==> src/sv/lph_pkg.sv <==
// Shared types and constants for the linear-probe hash table.
`default_nettype none
package lph_pkg;
    localparam int Capacity  = 1024;
    localparam int IdxW      = $clog2(Capacity);
    localparam int CntW      = IdxW + 1;
    localparam int KeyW      = 32;
    localparam int ValW      = 32;
    localparam int HashW     = 32;
    localparam int CfgW      = 11;
    localparam int ReduceW   = HashW + CntW;

    localparam logic [1:0] MODE_INSERT = 2'd0;
    localparam logic [1:0] MODE_SEARCH = 2'd1;
    localparam logic [1:0] MODE_DELETE = 2'd2;

    localparam logic [1:0] TAG_EMPTY = 2'd0;
    localparam logic [1:0] TAG_USED  = 2'd1;
    localparam logic [1:0] TAG_TOMB  = 2'd2;

    localparam logic [1:0] ST_FOUND = 2'd0;
    localparam logic [1:0] ST_NEW   = 2'd1;
    localparam logic [1:0] ST_MISS  = 2'd2;
    localparam logic [1:0] ST_FULL  = 2'd3;

    typedef struct packed {
        logic [1:0]      mode;
        logic [KeyW-1:0] key;
        logic [HashW-1:0] key_hash;
        logic [ValW-1:0] value;
    } t_req;

    typedef struct packed {
        logic [1:0]      status;
        logic [ValW-1:0] value_out;
    } t_rsp;

    typedef struct packed {
        logic [1:0]      mode;
        logic [KeyW-1:0] key;
        logic [ValW-1:0] value;
        logic [IdxW-1:0] start;
        logic [CntW-1:0] slots;
    } t_job;
endpackage
`default_nettype wire

==> src/sv/lph_front.sv <==
// Front end: accept requests, reduce the hash modulo the slot count, queue jobs.
`default_nettype none
module lph_front (
    input  wire                 i_clk,
    input  wire                 i_rst_n,
    input  wire                 i_start,
    input  lph_pkg::t_req       i_req,
    input  wire  [lph_pkg::CfgW-1:0] i_slots_cfg,
    output logic                o_busy,
    output logic                o_job_valid,
    output lph_pkg::t_job       o_job,
    input  wire                 i_job_take
);
    import lph_pkg::*;

    typedef enum logic [1:0] {S_IDLE, S_REDUCE, S_QUEUE} t_state;

    t_state              r_state, n_state;
    t_req                r_req;
    logic [ReduceW-1:0]  r_rem, n_rem;
    logic [5:0]          r_bit, n_bit;
    logic [CntW-1:0]     w_slots;
    logic [ReduceW-1:0]  w_shifted;
    t_job                r_q [2];
    logic [1:0]          r_cnt;
    logic                r_wp, r_rp;
    logic                w_push;

    always_comb begin
        if (i_slots_cfg == '0) begin
            w_slots = CntW'(1);
        end else if (i_slots_cfg > CfgW'(Capacity)) begin
            w_slots = CntW'(Capacity);
        end else begin
            w_slots = CntW'(i_slots_cfg);
        end
    end

    // restoring remainder: one hash bit per cycle
    assign w_shifted = ReduceW'(w_slots) << r_bit;

    always_comb begin
        n_state = r_state;
        n_rem   = r_rem;
        n_bit   = r_bit;
        w_push  = 1'b0;
        case (r_state)
            S_IDLE: begin
                if (i_start) begin
                    n_rem   = ReduceW'(i_req.key_hash);
                    n_bit   = 6'(HashW - 1);
                    n_state = S_REDUCE;
                end
            end
            S_REDUCE: begin
                if (r_rem >= w_shifted) begin
                    n_rem = r_rem - w_shifted;
                end
                if (r_bit == '0) begin
                    n_state = S_QUEUE;
                end else begin
                    n_bit = r_bit - 6'd1;
                end
            end
            S_QUEUE: begin
                if (r_cnt != 2'd2) begin
                    w_push  = 1'b1;
                    n_state = S_IDLE;
                end
            end
            default: n_state = S_IDLE;
        endcase
    end

    always_ff @(posedge i_clk) begin
        if (!i_rst_n) begin
            r_state <= S_IDLE;
            r_cnt   <= '0;
            r_wp    <= 1'b0;
            r_rp    <= 1'b0;
        end else begin
            r_state <= n_state;
            if (w_push) begin
                r_wp <= ~r_wp;
            end
            if (i_job_take) begin
                r_rp <= ~r_rp;
            end
            r_cnt <= r_cnt + {1'b0, w_push} - {1'b0, i_job_take};
        end
        r_rem <= n_rem;
        r_bit <= n_bit;
        if (r_state == S_IDLE && i_start) begin
            r_req <= i_req;
        end
        if (w_push) begin
            r_q[r_wp] <= '{mode: r_req.mode, key: r_req.key, value: r_req.value,
                           start: IdxW'(r_rem), slots: w_slots};
        end
    end

    assign o_busy      = (r_state != S_IDLE);
    assign o_job_valid = (r_cnt != '0);
    assign o_job       = r_q[r_rp];

    a_take_ok: assert property (@(posedge i_clk) disable iff (!i_rst_n)
        i_job_take |-> r_cnt != '0) else $error("take from empty queue");
    a_cnt_max: assert property (@(posedge i_clk) disable iff (!i_rst_n)
        r_cnt <= 2'd2) else $error("queue overflow");
    a_rem_lt: assert property (@(posedge i_clk) disable iff (!i_rst_n)
        w_push |-> r_rem < ReduceW'(w_slots)) else $error("bad remainder");
endmodule
`default_nettype wire

==> config.mk <==
export PLATFORM = sky130hd
export DESIGN_NAME = lph_front
export DESIGN_NICKNAME = d
export VERILOG_FILES = /design/src/sv/lph_pkg.sv /design/src/sv/lph_front.sv
export SDC_FILE = /design/constraint.sdc
export NUM_CORES = 1
export LEC_CHECK = 0
export ABC_AREA = 1
export BUFFER_PORTS_ARGS = -buffer_cell sky130_fd_sc_hd__buf_2
export CORE_MARGIN = 2
export CORE_UTILIZATION = 50
export DETAILED_ROUTE_END_ITERATION = 6
export PLACE_DENSITY = 0.77
export REMOVE_ABC_BUFFERS = 1
export SYNTH_ARGS = -nofsm -noshare
export SYNTH_HDL_FRONTEND = slang
export SYNTH_SLANG_ARGS = --single-unit
==> constraint.sdc <==
create_clock -name i_clk -period 10.7 [get_ports i_clk]
set_input_delay 1.07 -clock i_clk [delete_from_list [all_inputs] [get_ports i_clk]]
set_output_delay 1.07 -clock i_clk [all_outputs]
set_load 0.02 [all_outputs]
==> results.sh, run 1 <==
export IMPL_status="complete, but fails checks"
export IMPL_failed_checks="DRC"
export IMPL_slew_headroom_pct=24.0
export IMPL_vias=11100
export IMPL_clk_pin_slew_ns=0.06
export IMPL_hold_violations=0
export IMPL_period_needed_ns=5.08
export IMPL_yosysTopAreaCell="edfxtp_1"
export IMPL_dr_pass1_iters=7
export IMPL_syn_area_sq_mm=0.0149
export IMPL_tightest_slew_ns=1.14
export IMPL_start_util_pct=50.5
export IMPL_pre_cts_ws_ns=5.10
export IMPL_p_clk_share_pct=30.9
export IMPL_drive_above_1_share_pct=23.2
export IMPL_yosys_warnings=0
export IMPL_synth_cells=1422
export IMPL_ios=202
export IMPL_routedWlPerCell_um=19.5
export IMPL_cts_root_buffer="clkbuf_16"
export IMPL_synth_async_reset_ratio_pct=0
export IMPL_vdd_drop_max_mv=0.119
export IMPL_avgViaCountPerCell=5.43
export IMPL_fin_setup_tns_ns=0
export IMPL_cp_data_arrival_time_ns=5.25
export IMPL_ys_flop_type="edfxtp_1"
export IMPL_drcViolationCount=10
export IMPL_cts_sinks=296
export IMPL_required_ns=10.86
export IMPL_cts_resized=0
export IMPL_die_area_sq_mm=0.0313
export IMPL_synth_seq_cells=296
export IMPL_startpoint="i_slots_cfg[2]"
export IMPL_rsz0062_at_grt="no"
export IMPL_hold_buffers=0
export IMPL_switchingPower_uw=949
export IMPL_r2r_setup_slack_ns=5.86
export IMPL_r2r_start="r_bit[3]"
export IMPL_synth_top_cell_area_share_pct=58.1
export IMPL_drt_iter0_markers=1027
export IMPL_cts_tree="built"
export IMPL_synth_edff_count=289
export IMPL_ys_types=44
export IMPL_core_sq_mm=0.0296
export IMPL_grt_max_degree=77
export IMPL_gp_congestion=0.949
export IMPL_synthTopCellsByArea="edfxtp_1, nand2_1, mux2_2, nand3_1, nor2_1"
export IMPL_fin_ws_ns=5.62
export IMPL_area_growth_pct=15.2
export IMPL_grt_overflow=0
export IMPL_worst_r2r_cell_count=14
export IMPL_detail_route_antenna_nets=0
export IMPL_fin_crit_sh_pct=47.5
export IMPL_crit_path_start_kind="primary input"
export IMPL_clk_path_buf_depth=3
export IMPL_grt_pass1_wl_um=59300
export IMPL_antenna_found_initial=3
export IMPL_timing_final_setup_violations=0
export IMPL_maxCapViolations=0
export IMPL_skew_ns=0.0150
export IMPL_clkLatencyLatePin_ns=0.56
export IMPL_grt_pass1_vias=10700
export IMPL_die_x_um=177
export IMPL_leakage_nw=6.77
export IMPL_crit_fanout=43
export IMPL_cts_buffers_inserted=30
export IMPL_max_clock_freq_mhz=197
export IMPL_crit_type="in -> reg"
export IMPL_io_buffers=201
export IMPL_power_share_sequential_pct=45.5
export IMPL_combPwrFrac_pct=23.6
export IMPL_yosys_top_cells_count="edfxtp_1, nand2_1, nor2_1, inv_1, nand3_1"
export IMPL_post_cts_buffers=0
export IMPL_dp_hpwl_um=29800
export IMPL_die_h_um=177
export IMPL_std_cell_rows=63
export IMPL_cp_endpoint="r_rem[30]"
export IMPL_p_int_mw=2.15
export IMPL_maxSlewViolCount=0
export IMPL_ys_seq_area_share_pct=59.0
export IMPL_whs_ns=0.441
export IMPL_nets=1787
export IMPL_htree_levels=1
export IMPL_netSwitchingFraction_pct=30.6
export IMPL_synth_most_common_cell="edfxtp_1"
export IMPL_avgSynthCellArea_sq_um=10.5
export IMPL_power_density_mw_per_mm2=180
export IMPL_worstReg2RegEnd="r_rem[30]"
export IMPL_grt_total_usage_pct=24.8
export IMPL_wirelength_um=39700
export IMPL_endpoint_kind="flip-flop"
export IMPL_hold_class="reg -> reg"
[registers in the layout, indices dropped and copies added (netlist names), named ones only]
| register | flops |
|---|---|
| r_req | 66 |
| r_wp | 1 |
| r_cnt | 2 |
| r_rp | 1 |
| r_bit | 6 |
| r_rem | 43 |
| r_state | 2 |
| r_q | 174 |
[cells in the final DEF (no fill, tap or decap), types with 4 or more instances in the layout]
cell,n
clkbuf_1,8
o21ai_2,7
a21oi_1,75
a31oi_1,10
nand2_1,276
mux2_2,87
nor3_1,5
ha_1,47
o211ai_1,4
clkinv_2,4
inv_1,149
or2_2,4
buf_2,201
buf_4,7
clkbuf_16,30
nor2_1,156
dfxtp_1,6
nand3_2,11
nand2_2,8
o21bai_1,6
nor2_2,4
edfxtp_1,289
o21ai_0,66
nand4_1,7
xnor2_1,11
nand3_1,122
[area by class of cell]
type	count	area (sq um)
antenna	3	7.51
clock buffer	38	781
clock inverter	13	113
fill	2487	12400
inverter	152	571
multi-input combinational	938	5360
sequential	296	8820
tap	390	488
timing repair buffer	208	1060
[worst max-delay path, stage by stage]
cell and delay [ns]:
buf_2 0.10, nor2_1 0.18, nand3_2 0.12, o21bai_4 0.33
nand2_2 0.13, nand2_2 0.11, nand3_1 0.09, nand2_1 0.09
nand2_1 0.07, nor2_1 0.23, nand2_1 0.19, ha_1 0.47
a21oi_1 0.11, nand2_1 0.24, nand2_1 0.09, o211ai_1 0.20
inv_2 0.10, o21ai_2 0.23, nand3_1 0.10, nand4_1 0.09
nand2_1 0.07, nand2_2 0.82
[metal layers]
metal  wire length [um]  share of wire, %  GRT usage (%)  vias to the layer above
met5                  0                 0              0                        -
met4               1450               3.6           9.19                        0
met3               2730               6.9           3.74                       78
met2              19000                48           42.3                      394
met1              16500                42           32.3                     5253
li1                   -                 -              -                     5346
[through the flow]
stage | cell area (sq um) | std cells | total power [mW] | utilization, %
floorplan | 14700 | 1386 | 1.92 | -
global placement | 16300 | 1984 | 2.15 | 55.1
detailed placement | 16300 | 1984 | 2.16 | 55.1
CTS | 17200 | 2035 | 3.12 | 58.2
global route | 17200 | 2038 | 3.26 | 58.2
finish | 17200 | 2038 | 3.10 | 58.2
[logic make-up (layout without fill, tap and decap cells)]
kind of cell    after synthesis  count (layout)  synth area share (%)
other cells                   0               3                     0
buf+inv                     188             411                  5.17
simple gates                605             605                  17.3
mux                          87              87                  6.56
compound gates              184             184                  7.01
flops                       296             296                  59.0
xor+xnor                     14              14                 0.821
fa+ha+maj                    48              48                  4.07
[worst min-delay path by stage]
stage / start / end / slack [ns] / depth (start not counted)
after floorplan: r_req[0] / r_q[0][21] / 0.42 / 0
after global placement: r_req[65] / r_q[0][54] / 0.42 / 0
after detailed placement: r_req[66] / r_q[1][55] / 0.43 / 0
after CTS: r_req[66] / r_q[0][55] / 0.44 / 0
after global routing: r_req[97] / r_q[0][86] / 0.45 / 0
final: r_req[66] / r_q[1][55] / 0.44 / 0
[power groups by stage]
| stage | logic (mW) | registers (mW) | clock network, mW |
|---|---|---|---|
| 2_1_floorplan | 0.490 | 1.43 | 0 |
| 3_3_place_gp | 0.719 | 1.43 | 0 |
| 3_5_place_dp | 0.724 | 1.43 | 0 |
| 4_1_cts | 0.728 | 1.41 | 0.981 |
| 5_1_grt | 0.810 | 1.42 | 1.03 |
| 6_report | 0.732 | 1.41 | 0.959 |
Power figures use the tool's default switching activity.
==> inputs of run 2 (changes only) <==
--- a/config.mk
+++ b/config.mk
@@ -10,7 +10,7 @@
 export CORE_MARGIN = 2
 export CORE_UTILIZATION = 50
 export DETAILED_ROUTE_END_ITERATION = 6
-export PLACE_DENSITY = 0.77
+export PLACE_DENSITY = 0.8
 export REMOVE_ABC_BUFFERS = 1
 export SYNTH_ARGS = -nofsm -noshare
 export SYNTH_HDL_FRONTEND = slang
==> constraint.sdc (replaced) <==
create_clock -name i_clk -period 4.27 [get_ports i_clk]
set_input_delay 0.427 -clock i_clk [delete_from_list [all_inputs] [get_ports i_clk]]
set_output_delay 0.427 -clock i_clk [all_outputs]
set_load 0.02 [all_outputs]
==> results.sh, run 2 (synthesis results as in run 1) <==
export IMPL_status="completed"
export IMPL_cts_tree="built"
export IMPL_cts_buffers_inserted=30
export IMPL_area_growth_pct=17.4
export IMPL_grt_total_usage_pct=25.9
export IMPL_skew_ns=0.0150
export IMPL_drcViolationCount=0
export IMPL_drt_iter0_markers=1029
export IMPL_die_x_um=177
export IMPL_routedWlPerCell_um=19.9
export IMPL_grt_overflow=0
export IMPL_timing_final_setup_violations=0
export IMPL_drive_above_1_share_pct=24.7
export IMPL_slew_headroom_pct=29.9
export IMPL_required_ns=4.59
export IMPL_vdd_drop_max_mv=0.243
export IMPL_endpoint_kind="flip-flop"
export IMPL_crit_path_max_incr_delay_ns=0.57
export IMPL_die_h_um=177
export IMPL_clkLatencyLatePin_ns=0.57
export IMPL_r2r_setup_slack_ns=0.27
export IMPL_cp_data_arrival_time_ns=4.32
export IMPL_hold_class="in -> reg"
export IMPL_maxSlewViolCount=0
export IMPL_cts_sinks=296
export IMPL_combPwrFrac_pct=23.0
export IMPL_hold_violations=0
export IMPL_crit_slowest_cell="edfxtp_1"
export IMPL_max_clock_freq_mhz=250
export IMPL_period_needed_ns=4.00
export IMPL_fillers=2403
export IMPL_die_area_sq_mm=0.0313
export IMPL_core_sq_mm=0.0296
export IMPL_design_area_sq_mm=0.0175
export IMPL_largest_register="r_q"
export IMPL_netSwitchingFraction_pct=30.7
export IMPL_io_buffers=201
export IMPL_leakage_nw=6.96
export IMPL_cts_root_buffer="clkbuf_16"
export IMPL_power_share_sequential_pct=43.9
export IMPL_nets=1809
export IMPL_start_util_pct=50.5
export IMPL_r2r_start="r_bit[1]"
export IMPL_antenna_found_initial=9
export IMPL_wirelength_um=41200
export IMPL_crit_path_start_kind="flip-flop"
export IMPL_fin_crit_sh_pct=93.8
export IMPL_vias=11200
export IMPL_dp_hpwl_um=30800
export IMPL_gp_congestion=0.977
export IMPL_postPlaceCellArea_sq_mm=0.0165
export IMPL_rsz0062_at_grt="no"
export IMPL_holdPathStages=1
export IMPL_worst_r2r_cell_count=14
export IMPL_power_density_mw_per_mm2=463
export IMPL_largest_reg_flops=174
export IMPL_dp_cells=2006
export IMPL_cp_endpoint="r_rem[38]"
export IMPL_maxCapViolations=0
export IMPL_layout_common_cells="edfxtp_1, nand2_1, buf_2"
export IMPL_tightest_slew_ns=1.05
export IMPL_cts_resized=0
export IMPL_detail_route_antenna_nets=0
export IMPL_std_cell_rows=63
export IMPL_avgViaCountPerCell=5.44
export IMPL_switchingPower_mw=2.49
export IMPL_p_clk_share_pct=33.2
export IMPL_crit_chain="inv_1 -> nand3_1 -> o21ai_1 -> nand3_1 -> ha_1 -> nand2_1 -> o21ai_0 -> a21oi_1 -> o21ai_0 -> nand2_1 -> nand3_1 -> nand2_1 -> nand2_1 -> nor2_1"
export IMPL_reg_top3="r_q (174), r_req (66), r_rem (43)"
export IMPL_grt_max_degree=89
export IMPL_crit_type="reg -> reg"
export IMPL_final_common_cell="edfxtp_1"
export IMPL_clk_pin_slew_ns=0.06
export IMPL_dr_pass1_iters=5
export IMPL_startpoint="r_bit[1]"
export IMPL_worstReg2RegEnd="r_rem[38]"
export IMPL_hold_buffers=0
export IMPL_cp_common_cell="nand2_1"
export IMPL_grt_pass1_wl_um=61500
export IMPL_grt_pass1_vias=11000
export IMPL_clk_path_buf_depth=3
export IMPL_layout_cells_non_filler=2067
export IMPL_p_int_mw=5.62
export IMPL_post_cts_buffers=0
export IMPL_ios=202
export IMPL_crit_fanout=15
export IMPL_htree_levels=1
## run 2: critical path: cells and delay by family (launching register included)
kind | cells | cell delay, ns
compound gates | 4 | 1.38
simple gates | 8 | 0.93
buf+inv | 1 | 0.45
flops | 1 | 0.57
fa+ha+maj | 1 | 0.43
## run 2: worst min path at each step
stage / from / to / slack, ns
3_5_place_dp: r_req[73] / r_q[1][62] / 0.43
5_1_grt: i_req[73] / r_req[73] / 0.02
2_1_floorplan: r_req[0] / r_q[0][21] / 0.42
6_report: i_req[74] / r_req[74] / 0.03
3_3_place_gp: r_req[9] / r_q[0][30] / 0.42
4_1_cts: i_req[74] / r_req[74] / 0.02
## run 2: cell type report
type | count | area, sq um | area share, %
sequential | 296 | 8820 | 50.3
multi-input combinational | 938 | 5360 | 30.6
timing repair buffer | 230 | 1270 | 7.26
clock buffer | 33 | 762 | 4.34
inverter | 152 | 571 | 3.25
tap | 390 | 488 | 2.78
clock inverter | 22 | 246 | 1.41
antenna | 6 | 15.0 | 0.0856
## run 2: through the flow
stage | utilization, % | setup WS, ns | hold WS, ns | total power, mW | TNS (ns)
floorplan | - | -0.597 | 0.421 | 4.81 | -101.53
global placement | 55.9 | 0.263 | 0.422 | 5.41 | 0
detailed placement | 55.9 | 0.227 | 0.431 | 5.45 | 0
CTS | 59.3 | 0.407 | 0.0218 | 8.12 | 0
global route | 59.3 | 0.0872 | 0.0249 | 8.47 | 0
finish | 59.3 | 0.267 | 0.0320 | 8.12 | 0
## run 2: layer usage
layer  GRT usage [%]  wire [um]  part of all wire [%]
met1            32.3      16700                    41
met2            43.6      19400                    47
met3            6.31       3490                   8.5
met4            9.95       1560                   3.8
met5               0         39                 0.095
## run 2: power by group through the flow
stage	registers [mW]	logic (mW)	clock network, mW
6_report	3.56	1.87	2.69
5_1_grt	3.58	2.05	2.84
4_1_cts	3.56	1.84	2.72
3_5_place_dp	3.62	1.83	0
3_3_place_gp	3.60	1.81	0
2_1_floorplan	3.59	1.23	0
